File: src/hdl/tkd_pkg.sv
// Shared types and constants for the terminal key decoder.
package tkd_pkg;

  localparam int KEY_W = 9;

  // Key codes on the result channel
  localparam logic [KEY_W-1:0] KEY_ESC    = 9'd27;
  localparam logic [KEY_W-1:0] KEY_CTRL_Q = 9'h011;
  localparam logic [KEY_W-1:0] KEY_LEFT   = 9'd256;
  localparam logic [KEY_W-1:0] KEY_RIGHT  = 9'd257;
  localparam logic [KEY_W-1:0] KEY_UP     = 9'd258;
  localparam logic [KEY_W-1:0] KEY_DOWN   = 9'd259;
  localparam logic [KEY_W-1:0] KEY_PGUP   = 9'd260;
  localparam logic [KEY_W-1:0] KEY_PGDN   = 9'd261;
  localparam logic [KEY_W-1:0] KEY_HOME   = 9'd262;
  localparam logic [KEY_W-1:0] KEY_END    = 9'd263;
  localparam logic [KEY_W-1:0] KEY_DEL    = 9'd264;

  // Bytes of interest
  localparam logic [7:0] CH_ESC   = 8'h1b;
  localparam logic [7:0] CH_LBRKT = 8'h5b;  // '['
  localparam logic [7:0] CH_O     = 8'h4f;  // 'O'
  localparam logic [7:0] CH_TILDE = 8'h7e;  // '~'

  // Configuration register indexes
  localparam logic [1:0] REG_SCREEN_ROWS = 2'd0;
  localparam logic [1:0] REG_SCREEN_COLS = 2'd1;
  localparam logic [1:0] REG_FILE_ROWS   = 2'd2;

  localparam logic [7:0]  SCREEN_ROWS_RST = 8'd24;
  localparam logic [7:0]  SCREEN_COLS_RST = 8'd80;
  localparam logic [15:0] FILE_ROWS_RST   = 16'd0;

  typedef enum logic [1:0] {
    PH_IDLE,
    PH_ESC,
    PH_FIRST,
    PH_DIGIT
  } parse_phase_t;

  typedef struct packed {
    logic [7:0]  screen_rows;
    logic [7:0]  screen_cols;
    logic [15:0] file_rows;
  } tkd_cfg_t;

  // One decoded key from the parser
  typedef struct packed {
    logic             have;
    logic [KEY_W-1:0] key;
  } tkd_key_evt_t;

  typedef struct packed {
    logic [KEY_W-1:0] key_code;
    logic [7:0]       cursor_col;
    logic [15:0]      cursor_line;
    logic [15:0]      scroll_offset;
    logic [7:0]       screen_line;
    logic             quit;
  } tkd_result_t;

endpackage

File: src/hdl/tkd_if.sv
// Valid/ready channel interfaces for terminal input and key results.
interface tkd_in_if;
  logic       valid;
  logic       ready;
  logic       func;
  logic [7:0] in_byte;

  modport source (output valid, output func, output in_byte, input ready);
  modport sink   (input valid, input func, input in_byte, output ready);
endinterface

interface tkd_out_if;
  logic        valid;
  logic        ready;
  logic [8:0]  key_code;
  logic [7:0]  cursor_col;
  logic [15:0] cursor_line;
  logic [15:0] scroll_offset;
  logic [7:0]  screen_line;
  logic        quit;

  modport source (output valid, output key_code, output cursor_col, output cursor_line,
                  output scroll_offset, output screen_line, output quit, input ready);
  modport sink   (input valid, input key_code, input cursor_col, input cursor_line,
                  input scroll_offset, input screen_line, input quit, output ready);
endinterface

File: src/hdl/tkd_parse.sv
// Escape sequence parser: turns bytes and timeouts into key events.
module tkd_parse
  import tkd_pkg::*;
(
  input  logic         clk,
  input  logic         rst,
  input  logic         adv,
  input  logic         func,
  input  logic [7:0]   in_byte,
  output tkd_key_evt_t evt
);

  parse_phase_t phase, phase_next;
  logic [7:0]   first_seq_byte, first_seq_byte_next;
  logic [7:0]   seq_digit, seq_digit_next;

  function automatic logic [KEY_W-1:0] decode_digit(input logic [7:0] d);
    logic [KEY_W-1:0] k;
    unique case (d)
      8'h35:        k = KEY_PGUP;  // '5'
      8'h36:        k = KEY_PGDN;  // '6'
      8'h31, 8'h37: k = KEY_HOME;  // '1' '7'
      8'h34, 8'h38: k = KEY_END;   // '4' '8'
      8'h33:        k = KEY_DEL;   // '3'
      default:      k = KEY_ESC;
    endcase
    return k;
  endfunction

  function automatic logic [KEY_W-1:0] decode_pair(input logic [7:0] a, input logic [7:0] b);
    logic [KEY_W-1:0] k;
    k = KEY_ESC;
    if (a == CH_LBRKT) begin
      unique case (b)
        8'h41:   k = KEY_UP;     // 'A'
        8'h42:   k = KEY_DOWN;   // 'B'
        8'h43:   k = KEY_RIGHT;  // 'C'
        8'h44:   k = KEY_LEFT;   // 'D'
        8'h48:   k = KEY_HOME;   // 'H'
        8'h46:   k = KEY_END;    // 'F'
        default: k = KEY_ESC;
      endcase
    end else if (a == CH_O) begin
      if (b == 8'h48) k = KEY_HOME;
      else if (b == 8'h46) k = KEY_END;
    end
    return k;
  endfunction

  always_ff @(posedge clk) begin
    if (rst) begin
      phase          <= PH_IDLE;
      first_seq_byte <= 8'd0;
      seq_digit      <= 8'd0;
    end else if (adv) begin
      phase          <= phase_next;
      first_seq_byte <= first_seq_byte_next;
      seq_digit      <= seq_digit_next;
    end
  end

  always_comb begin
    phase_next          = phase;
    first_seq_byte_next = first_seq_byte;
    seq_digit_next      = seq_digit;
    evt.have            = 1'b0;
    evt.key             = KEY_ESC;
    if (func) begin
      // timeout: flush a partial sequence as a bare escape
      if (phase != PH_IDLE) begin
        evt.have   = 1'b1;
        phase_next = PH_IDLE;
      end
    end else begin
      unique case (phase)
        PH_ESC: begin
          first_seq_byte_next = in_byte;
          phase_next          = PH_FIRST;
        end
        PH_FIRST: begin
          if (first_seq_byte == CH_LBRKT && in_byte >= 8'h30 && in_byte <= 8'h39) begin
            seq_digit_next = in_byte;
            phase_next     = PH_DIGIT;
          end else begin
            evt.have   = 1'b1;
            evt.key    = decode_pair(first_seq_byte, in_byte);
            phase_next = PH_IDLE;
          end
        end
        PH_DIGIT: begin
          evt.have   = 1'b1;
          evt.key    = (in_byte == CH_TILDE) ? decode_digit(seq_digit) : KEY_ESC;
          phase_next = PH_IDLE;
        end
        PH_IDLE: begin
          if (in_byte == CH_ESC) begin
            phase_next = PH_ESC;
          end else begin
            evt.have = 1'b1;
            evt.key  = {1'b0, in_byte};
          end
        end
        default: phase_next = PH_IDLE;
      endcase
    end
  end

endmodule

File: src/hdl/tkd_cursor.sv
// Cursor position and scroll offset tracking per decoded key.
module tkd_cursor
  import tkd_pkg::*;
(
  input  logic         clk,
  input  logic         rst,
  input  logic         adv,
  input  tkd_cfg_t     cfg,
  input  tkd_key_evt_t evt,
  output tkd_result_t  res
);

  logic [7:0]  col_pos, col_pos_next;
  logic [15:0] line_pos, line_pos_next;
  logic [15:0] top_line, top_line_next;

  logic [7:0]  last_col;
  logic [7:0]  rows;
  logic [16:0] line_plus_pg;
  logic [15:0] top_mid;
  logic        upd;

  assign upd = adv && evt.have;

  always_ff @(posedge clk) begin
    if (rst) begin
      col_pos  <= 8'd0;
      line_pos <= 16'd0;
      top_line <= 16'd0;
    end else if (upd) begin
      col_pos  <= col_pos_next;
      line_pos <= line_pos_next;
      top_line <= top_line_next;
    end
  end

  always_comb begin
    last_col      = (cfg.screen_cols != 8'd0) ? cfg.screen_cols - 8'd1 : 8'd0;
    rows          = (cfg.screen_rows != 8'd0) ? cfg.screen_rows : 8'd1;
    line_plus_pg  = {1'b0, line_pos} + {9'd0, cfg.screen_rows};
    col_pos_next  = col_pos;
    line_pos_next = line_pos;

    unique case (evt.key)
      KEY_LEFT:  if (col_pos != 8'd0) col_pos_next = col_pos - 8'd1;
      KEY_RIGHT: if (col_pos < last_col) col_pos_next = col_pos + 8'd1;
      KEY_UP:    if (line_pos != 16'd0) line_pos_next = line_pos - 16'd1;
      KEY_DOWN:  if (line_pos < cfg.file_rows) line_pos_next = line_pos + 16'd1;
      KEY_PGUP: begin
        line_pos_next = ({8'd0, cfg.screen_rows} < line_pos)
                        ? line_pos - {8'd0, cfg.screen_rows} : 16'd0;
      end
      KEY_PGDN: begin
        if (line_pos < cfg.file_rows) begin
          line_pos_next = (line_plus_pg > {1'b0, cfg.file_rows})
                          ? cfg.file_rows : line_plus_pg[15:0];
        end
      end
      KEY_HOME:  col_pos_next = 8'd0;
      KEY_END:   col_pos_next = last_col;
      default:   ;
    endcase

    // keep the cursor line inside the visible window
    top_mid = (line_pos_next < top_line) ? line_pos_next : top_line;
    if ({1'b0, line_pos_next} >= {1'b0, top_mid} + {9'd0, rows}) begin
      top_line_next = line_pos_next - {8'd0, rows} + 16'd1;
    end else begin
      top_line_next = top_mid;
    end

    res.key_code      = evt.key;
    res.cursor_col    = col_pos_next;
    res.cursor_line   = line_pos_next;
    res.scroll_offset = top_line_next;
    res.screen_line   = line_pos_next[7:0] - top_line_next[7:0];
    res.quit          = (evt.key == KEY_CTRL_Q);
  end

endmodule

File: src/hdl/terminal_key_decode_cursor_control.sv
// Top level: VT100 key decoder with cursor and scroll tracking.
// One beat enters on term per clock cycle when the pipeline can move: a beat is held in an
// input register until the result register is free or draining, then the parser and cursor
// logic run on it and a result beat, if the input finished a key, lands in the result
// register. Throughput is set only by the result register draining on report. A byte
// that opens or continues an escape sequence, and a timeout while idle, give no result.
// Keys: 0-255 plain byte, 256..264 left, right, up, down, page up, page down, home, end,
// delete; a broken or timed-out sequence reports a bare escape (27). quit flags ctrl-Q
// but the block keeps running. Configuration is written through wr_en/wr_index/wr_data;
// the user must write it only while the block is idle, as the block does not enforce it:
// index 0 screen_rows, 1 screen_cols, 2 file_rows; other indexes are ignored.
module terminal_key_decode_cursor_control
  import tkd_pkg::*;
(
  input  logic        clk,
  input  logic        rst,
  tkd_in_if.sink      term,
  tkd_out_if.source   report,
  input  logic        wr_en,
  input  logic [1:0]  wr_index,
  input  logic [15:0] wr_data
);

  tkd_cfg_t     cfg;
  tkd_key_evt_t evt;
  tkd_result_t  res;
  tkd_result_t  out_data;

  // input register stage
  logic       s1_valid;
  logic       s1_func;
  logic [7:0] s1_byte;
  logic       out_valid;
  logic       adv;

  // stage 1 moves when the result register is free or is being drained this cycle
  assign adv        = s1_valid && (!out_valid || report.ready);
  assign term.ready = !s1_valid || adv;

  // configuration registers
  always_ff @(posedge clk) begin
    if (rst) begin
      cfg.screen_rows <= SCREEN_ROWS_RST;
      cfg.screen_cols <= SCREEN_COLS_RST;
      cfg.file_rows   <= FILE_ROWS_RST;
    end else if (wr_en) begin
      unique case (wr_index)
        REG_SCREEN_ROWS: cfg.screen_rows <= wr_data[7:0];
        REG_SCREEN_COLS: cfg.screen_cols <= wr_data[7:0];
        REG_FILE_ROWS:   cfg.file_rows   <= wr_data;
        default:         ;
      endcase
    end
  end

  always_ff @(posedge clk) begin
    if (rst) begin
      s1_valid <= 1'b0;
    end else if (term.ready) begin
      s1_valid <= term.valid;
    end
  end

  always_ff @(posedge clk) begin
    if (term.valid && term.ready) begin
      s1_func <= term.func;
      s1_byte <= term.in_byte;
    end
  end

  tkd_parse u_parse (
    .clk     (clk),
    .rst     (rst),
    .adv     (adv),
    .func    (s1_func),
    .in_byte (s1_byte),
    .evt     (evt)
  );

  tkd_cursor u_cursor (
    .clk (clk),
    .rst (rst),
    .adv (adv),
    .cfg (cfg),
    .evt (evt),
    .res (res)
  );

  // result register
  always_ff @(posedge clk) begin
    if (rst) begin
      out_valid <= 1'b0;
    end else if (adv && evt.have) begin
      out_valid <= 1'b1;
    end else if (report.ready) begin
      out_valid <= 1'b0;
    end
  end

  always_ff @(posedge clk) begin
    if (adv && evt.have) begin
      out_data <= res;
    end
  end

  assign report.valid         = out_valid;
  assign report.key_code      = out_data.key_code;
  assign report.cursor_col    = out_data.cursor_col;
  assign report.cursor_line   = out_data.cursor_line;
  assign report.scroll_offset = out_data.scroll_offset;
  assign report.screen_line   = out_data.screen_line;
  assign report.quit          = out_data.quit;

endmodule
File: src/flat_wrapper.sv
// flat-port wrapper written by rule: the top's interface ports become plain ports
module terminal_key_decode_cursor_control_flat import tkd_pkg::*;
  (clk, rst, wr_en, wr_index, wr_data, term_valid, term_func, term_in_byte, term_ready, report_valid, report_key_code, report_cursor_col, report_cursor_line, report_scroll_offset, report_screen_line, report_quit, report_ready);
  tkd_in_if term_i ();
  tkd_out_if report_i ();
  input  logic clk;
  input  logic rst;
  input  logic wr_en;
  input  logic [1:0] wr_index;
  input  logic [15:0] wr_data;
  input wire logic [$bits(term_i.valid)-1:0] term_valid;
  input wire logic [$bits(term_i.func)-1:0] term_func;
  input wire logic [$bits(term_i.in_byte)-1:0] term_in_byte;
  output wire logic [$bits(term_i.ready)-1:0] term_ready;
  output wire logic [$bits(report_i.valid)-1:0] report_valid;
  output wire logic [$bits(report_i.key_code)-1:0] report_key_code;
  output wire logic [$bits(report_i.cursor_col)-1:0] report_cursor_col;
  output wire logic [$bits(report_i.cursor_line)-1:0] report_cursor_line;
  output wire logic [$bits(report_i.scroll_offset)-1:0] report_scroll_offset;
  output wire logic [$bits(report_i.screen_line)-1:0] report_screen_line;
  output wire logic [$bits(report_i.quit)-1:0] report_quit;
  input wire logic [$bits(report_i.ready)-1:0] report_ready;
  assign term_i.valid = term_valid;
  assign term_i.func = term_func;
  assign term_i.in_byte = term_in_byte;
  assign term_ready = term_i.ready;
  assign report_valid = report_i.valid;
  assign report_key_code = report_i.key_code;
  assign report_cursor_col = report_i.cursor_col;
  assign report_cursor_line = report_i.cursor_line;
  assign report_scroll_offset = report_i.scroll_offset;
  assign report_screen_line = report_i.screen_line;
  assign report_quit = report_i.quit;
  assign report_i.ready = report_ready;
  terminal_key_decode_cursor_control u_core (.clk(clk), .rst(rst), .term(term_i), .report(report_i), .wr_en(wr_en), .wr_index(wr_index), .wr_data(wr_data));
endmodule
File: config.mk
export PLATFORM = sky130hd
export DESIGN_NAME = terminal_key_decode_cursor_control_flat
export DESIGN_NICKNAME = d
export VERILOG_FILES = /design/src/hdl/tkd_pkg.sv /design/src/hdl/tkd_if.sv /design/src/hdl/tkd_parse.sv /design/src/hdl/tkd_cursor.sv /design/src/hdl/terminal_key_decode_cursor_control.sv /design/src/flat_wrapper.sv
export SDC_FILE = /design/constraint.sdc
export NUM_CORES = 1
export LEC_CHECK = 0
export BUFFER_PORTS_ARGS = -buffer_cell sky130_fd_sc_hd__buf_4
export CORE_AREA = 2 2 134 201
export DETAILED_ROUTE_END_ITERATION = 10
export DIE_AREA = 0 0 136 203
export GPL_TIMING_DRIVEN = 0
export PLACE_DENSITY_LB_ADDON = 0.15
export SKIP_CTS_REPAIR_TIMING = 1
export SLEW_MARGIN = 20
export SYNTH_ARGS = -nofsm -noshare
export SYNTH_HDL_FRONTEND = slang
export SYNTH_SLANG_ARGS = --single-unit
File: constraint.sdc
create_clock -name clk -period 13.63 [get_ports clk]
set_input_delay 1.363 -clock clk [delete_from_list [all_inputs] [get_ports clk]]
set_output_delay 1.363 -clock clk [all_outputs]
set_load 0.1 [all_outputs]
[Word level (Yosys, flattened, before mapping)]
Index checks and enable logic that the tools add are counted.
Storage, ports and cells
  register bits: 159
  input port bits: 32
  logic and storage cells: 130
Operators by class
  $add $sub $neg: 11
  magnitude comparators: 8
  equality and inequality tests: 33
  mux-type cells: 33
  bitwise operators: 1
  reductions and logical operators: 25
Operator list (number)
  $mux W16: 7
  $eq A8 B7 Y1 const B: 9
  $eq A9 B9 Y1 const B: 8
  $pmux W16 S4: 1
  $eq A8 B6 Y1 const B: 7
  $mux W9: 6
  $pmux W9 S6: 1
  $pmux W9 S5: 1
  $add A16 B8 Y17: 2
  $add A16 B1 Y16 const B: 2
  $lt A16 B16 Y1: 2
  $mux W8: 4
  $pmux W8 S4: 1
  $sub A16 B8 Y16: 2
  $pmux W10 S3: 1
  $reduce_bool A8 Y1: 3
  $mux W10: 2
  $ge A16 B17 Y1: 1
  $gt A17 B16 Y1: 1
  $lt A8 B16 Y1: 1
  $reduce_bool A16 Y1: 1
  $sub A16 B1 Y16 const B: 1
  $sub A8 B1 Y8 const B: 2
  $eq A9 B5 Y1 const B: 1
  other kinds (23): 44

[Longest topological paths before layout]
  depth after elaboration: 16
  gate-level depth with buffers: 67
  gate-level depth less buffers: 62

[Hierarchy]
From an unflattened synthesis, not the netlist that was laid out.
Second synthesis, totals
  cell total of the unflattened synthesis: 1610
  area, all modules: 13409.1 um^2
Modules (own cells, without submodules)
  tkd_cursor: times used 1, cells each 1221, area each 8592.0 um^2, seq. area each 800.8 um^2
  terminal_key_decode_cursor_control: times used 1, cells each 205, area each 3449.6 um^2, seq. area each 2692.6 um^2
  tkd_parse: times used 1, cells each 184, area each 1367.6 um^2, seq. area each 360.3 um^2

[Worst setup path before layout]
OpenSTA, ideal clock, no wires.
  path type: register to register
  start: register u_core.u_cursor.line_pos[1]
  end: register u_core.out_data (netlist bit u_core.report.screen_line[6]) (data pin)
  library setup time: 0.262 ns
  arrival time: 12.498 ns
  slack: 0.869 ns
  cell stages (with the launch flop): 67
  period minus slack after synthesis: 12.761 ns
  path through: dfxtp_1 inv_1 fa_1 nor2_1 o311ai_0 a21oi_1 clkbuf_1 nand3_1 xnor2_1 ha_1 nand4_1 nor4_1 a41oi_1 o31a_1 nor2_1 clkbuf_1 mux2i_1 o221ai_1 [31 not listed] and3_1 nand3_1 nor3_1 a41oi_1 nand3_1 o21ai_0 a31oi_4 buf_2 buf_2 mux2_2 ha_1 fa_1 inv_1 maj3_2 maj3_2 o21ai_1 a21oi_1 xor2_1
RTL lines
  from (decl): RTL line tkd_cursor.sv:14  | logic [15:0] line_pos, line_pos_next;
  from (signal assigned): RTL line tkd_cursor.sv:32  | line_pos <= line_pos_next;
  to (signal assigned): RTL line terminal_key_decode_cursor_control.sv:102  | out_data <= res;
  to (decl): RTL line terminal_key_decode_cursor_control.sv:27  | tkd_result_t out_data;

==> key figures <==
Synth
  • Synthesized area: 0.0128 sq mm
  • Top cells by count, synth: nor2_1 (160), ha_1 (125), nand2_1 (121), inv_1 (117), a21oi_1 (108)
  • Yosys top cell area share: 15.7%
  • Post-synth EDFFs: 67
  • Yosys reg bits: 159
  • Count leader, synth: nor2_1
  • Seq/Total Area, Yosys: 30.1%
  • Cells after Synth: 1509
  • Synthesized Nets: 1671
  • Synth unique cells: 102
  • Main flop type after synthesis: dfxtp_1
  • Synth area leaders: edfxtp_1 (16%), dfxtp_1 (14%), ha_1 (12%), nor2_1 (4.7%), a21oi_1 (4.2%)
  • Synth async-reset ratio: 0%
  • Synth warn: 0
  • Top cell type by total area after synthesis: edfxtp_1
  • Syn Area/Cell: 8.48 sq um

Drt
  • Via density per instance: 6.07
  • DRT iter0 DRCs: 761
  • # DRC: 0
  • Routed Antenna Nets: 0
  • Routed via count: 12000
  • 1st-pass router iterations: 5
  • Final wirelength: 42.7 mm
  • Wire length per cell: 21.5 microns

Die
  • Die Span X: 136 microns
  • Die Y: 203 microns
  • Rows: 72
  • Starting Density: 49.7%
  • Die area: 0.0276 sq mm
  • I/O pin count: 92
  • Core Region: 0.0258 sq mm

CTS
  • Htree depth: 4
  • Worst-Skew Late Latency: 0.46 ns
  • CTS Buf Count: 17
  • Sink Count: 159
  • Clock transition at path regs: 0.06 ns
  • CTS tree: built
  • Clock buffer depth: 2
  • Clock Tree Root: clkbuf_16

Pwr
  • Total power: 1.52 mW
  • Peak supply drop: 0.0966 mV
  • Leakage: 6.16 nW
  • Power per cell area: 102 mW/mm^2

GRT
  • Congestion Overflow GR: 0
  • Largest net degree at the start of global routing: 46
  • Total GRT Usage: 31.5%
  • Vias in the first global route: 11900
  • First-pass GRT wire length: 66.6 mm
  • Initial antenna violation count: 1

Finish
  • Nets: 1799
  • Final instance area: 0.0149 sq mm
  • Share of cells above drive strength 1: 15.8%
  • Area Overhead vs Synth: 16.3%
  • Final core utilization: 57.8%
  • Fin cells: 1984
  • Filler cells: 2469

STA
  • Worst Tran Pin Value: 1.10 ns
  • Setup violators final: 0
  • Max Freq: 78.0 MHz
  • Setup_tns: 0 ns
  • Final period utilization: 94.1%
  • Final Max Slew Viols: 0
  • Clk_skew: 0.00969 ns
  • Slew margin rel.: 26.6%
  • Final Critical Period: 12.82 ns
  • Final Hold Fails: 0

Placed design
  • Post-DP Area: 0.0139 sq mm
  • Placed Cells: 1934
  • GP Congestion: 0.989
  • Port bufs: 90
  • HPWL after detailed placement: 32.8 mm

Run status
  • Status: finished, final reports clean

Worst setup path
  • Worst EP arrival: 13.02 ns
  • CP Launch Type: register
  • Largest fanout on the critical path: 10
  • Worst endpoint required time: 13.83 ns
  • CP top delay family: compound AO/OA/AOI/OAI gates
  • Critical path type: reg2reg
  • Buf/Inv on CP: 10
  • Critical path's slowest cell: or3b_2
  • CP peak stage delay: 0.46 ns
  • Crit path top cell by count: a21oi_1
  • Setup crit end kind: register

Hold path
  • Hold Path Class: reg2reg

Run
  • Max cap viols: 0
[path summary, 6_finish.rpt]
| check | startpoint | end | slack [ns] | cells after the start |
|---|---|---|---|---|
| worst min-delay path | u_core.cfg[4] | u_core.cfg[4] | 0.46 | 2 |
| worst min register to register | u_core.cfg[4] | u_core.cfg[4] | 0.46 | 2 |
| worst max-delay path | u_core.cfg[29] | u_core.report.screen_line[6] | 0.81 | 66 |
| worst max register to register | u_core.cfg[29] | u_core.report.screen_line[6] | 0.81 | 66 |
[sequential cells by signal, summed over array words and instances (netlist names), 2 cells and up]
register / count
u_core.cfg: 32
u_core.report.cursor_col: 8
u_core.report.cursor_line: 16
u_core.report.key_code: 9
u_core.report.screen_line: 8
u_core.report.scroll_offset: 16
u_core.s1_byte: 8
u_core.u_cursor.col_pos: 8
u_core.u_cursor.line_pos: 16
u_core.u_cursor.top_line: 16
u_core.u_parse.first_seq_byte: 8
u_core.u_parse.phase: 2
u_core.u_parse.seq_digit: 8
[placed cells by master (no fill, tap or decap), drive strengths merged, types with 13 or more instances in the layout]
master and instances:
a211oi 30, a21o 25, a21oi 109, buf 129
clkbuf 71, dfxtp 92, edfxtp 67, ha 125
inv 123, mux2 16, mux2i 39, nand2 122
nand2b 17, nand3 30, nand4 15, nor2 162
nor2b 15, nor3 39, nor3b 13, nor4 22
o211ai 14, o21a 15, o21ai 63, o21bai 17
xnor2 50, xor2 21
[cell type report]
cell class | instances | area (sq um) | share of cell area, %
Buffer | 68 | 333 | 2.24
Clock inverter | 13 | 113 | 0.757
Tap cell | 333 | 417 | 2.80
Inverter | 120 | 453 | 3.04
Timing Repair Buffer | 113 | 878 | 5.90
Sequential cell | 159 | 3880 | 26.1
Clock buffer | 19 | 443 | 2.98
Antenna cell | 1 | 2.50 | 0.0168
Multi-Input combinational cell | 1158 | 8360 | 56.2
[tightest hold or removal path: stages, from the launching register on]
cell     delay [ns]
dfxtp_1        0.31
nand2_1        0.05
a21oi_1        0.05
[logic make-up after synthesis]
kind of cell / Yosys count / synth area share (%)
AND/OR/NAND/NOR: 511 / 20.3
XOR/XNOR: 71 / 4.86
AO/OA/AOI/OAI: 388 / 21.0
flip-flops: 159 / 30.1
adder cells (fa/ha/maj): 133 / 13.3
buffers and inverters: 192 / 5.91
multiplexers: 55 / 4.55
[power breakdown]
part	leakage, nW	internal (mW)	total (mW)	switching, mW
Clock	0.267	0.256	0.468	0.212
Sequential	1.38	0.525	0.540	0.0145
Combinational	4.51	0.186	0.508	0.322
[metal layers]
| metal | vias to the layer above | routed length [microns] | global-route usage (%) |
|---|---|---|---|
| li1 | 5729 | - | - |
| met1 | 5730 | 16200 | 36.1 |
| met2 | 453 | 21300 | 55.0 |
| met3 | 132 | 2620 | 5.69 |
| met4 | 0 | 2530 | 17.0 |
| met5 | - | 0 | 0 |
[through the flow]
step                      hold WS (ns)  setup slack [ns]
after floorplan                  0.436             0.869
after global placement           0.447             -2.02
after detailed placement         0.457             -2.21
after CTS                        0.465             -2.34
after global routing             0.482          -0.00218
final                            0.465             0.809
No activity file was read; power rests on OpenSTA's default activity.
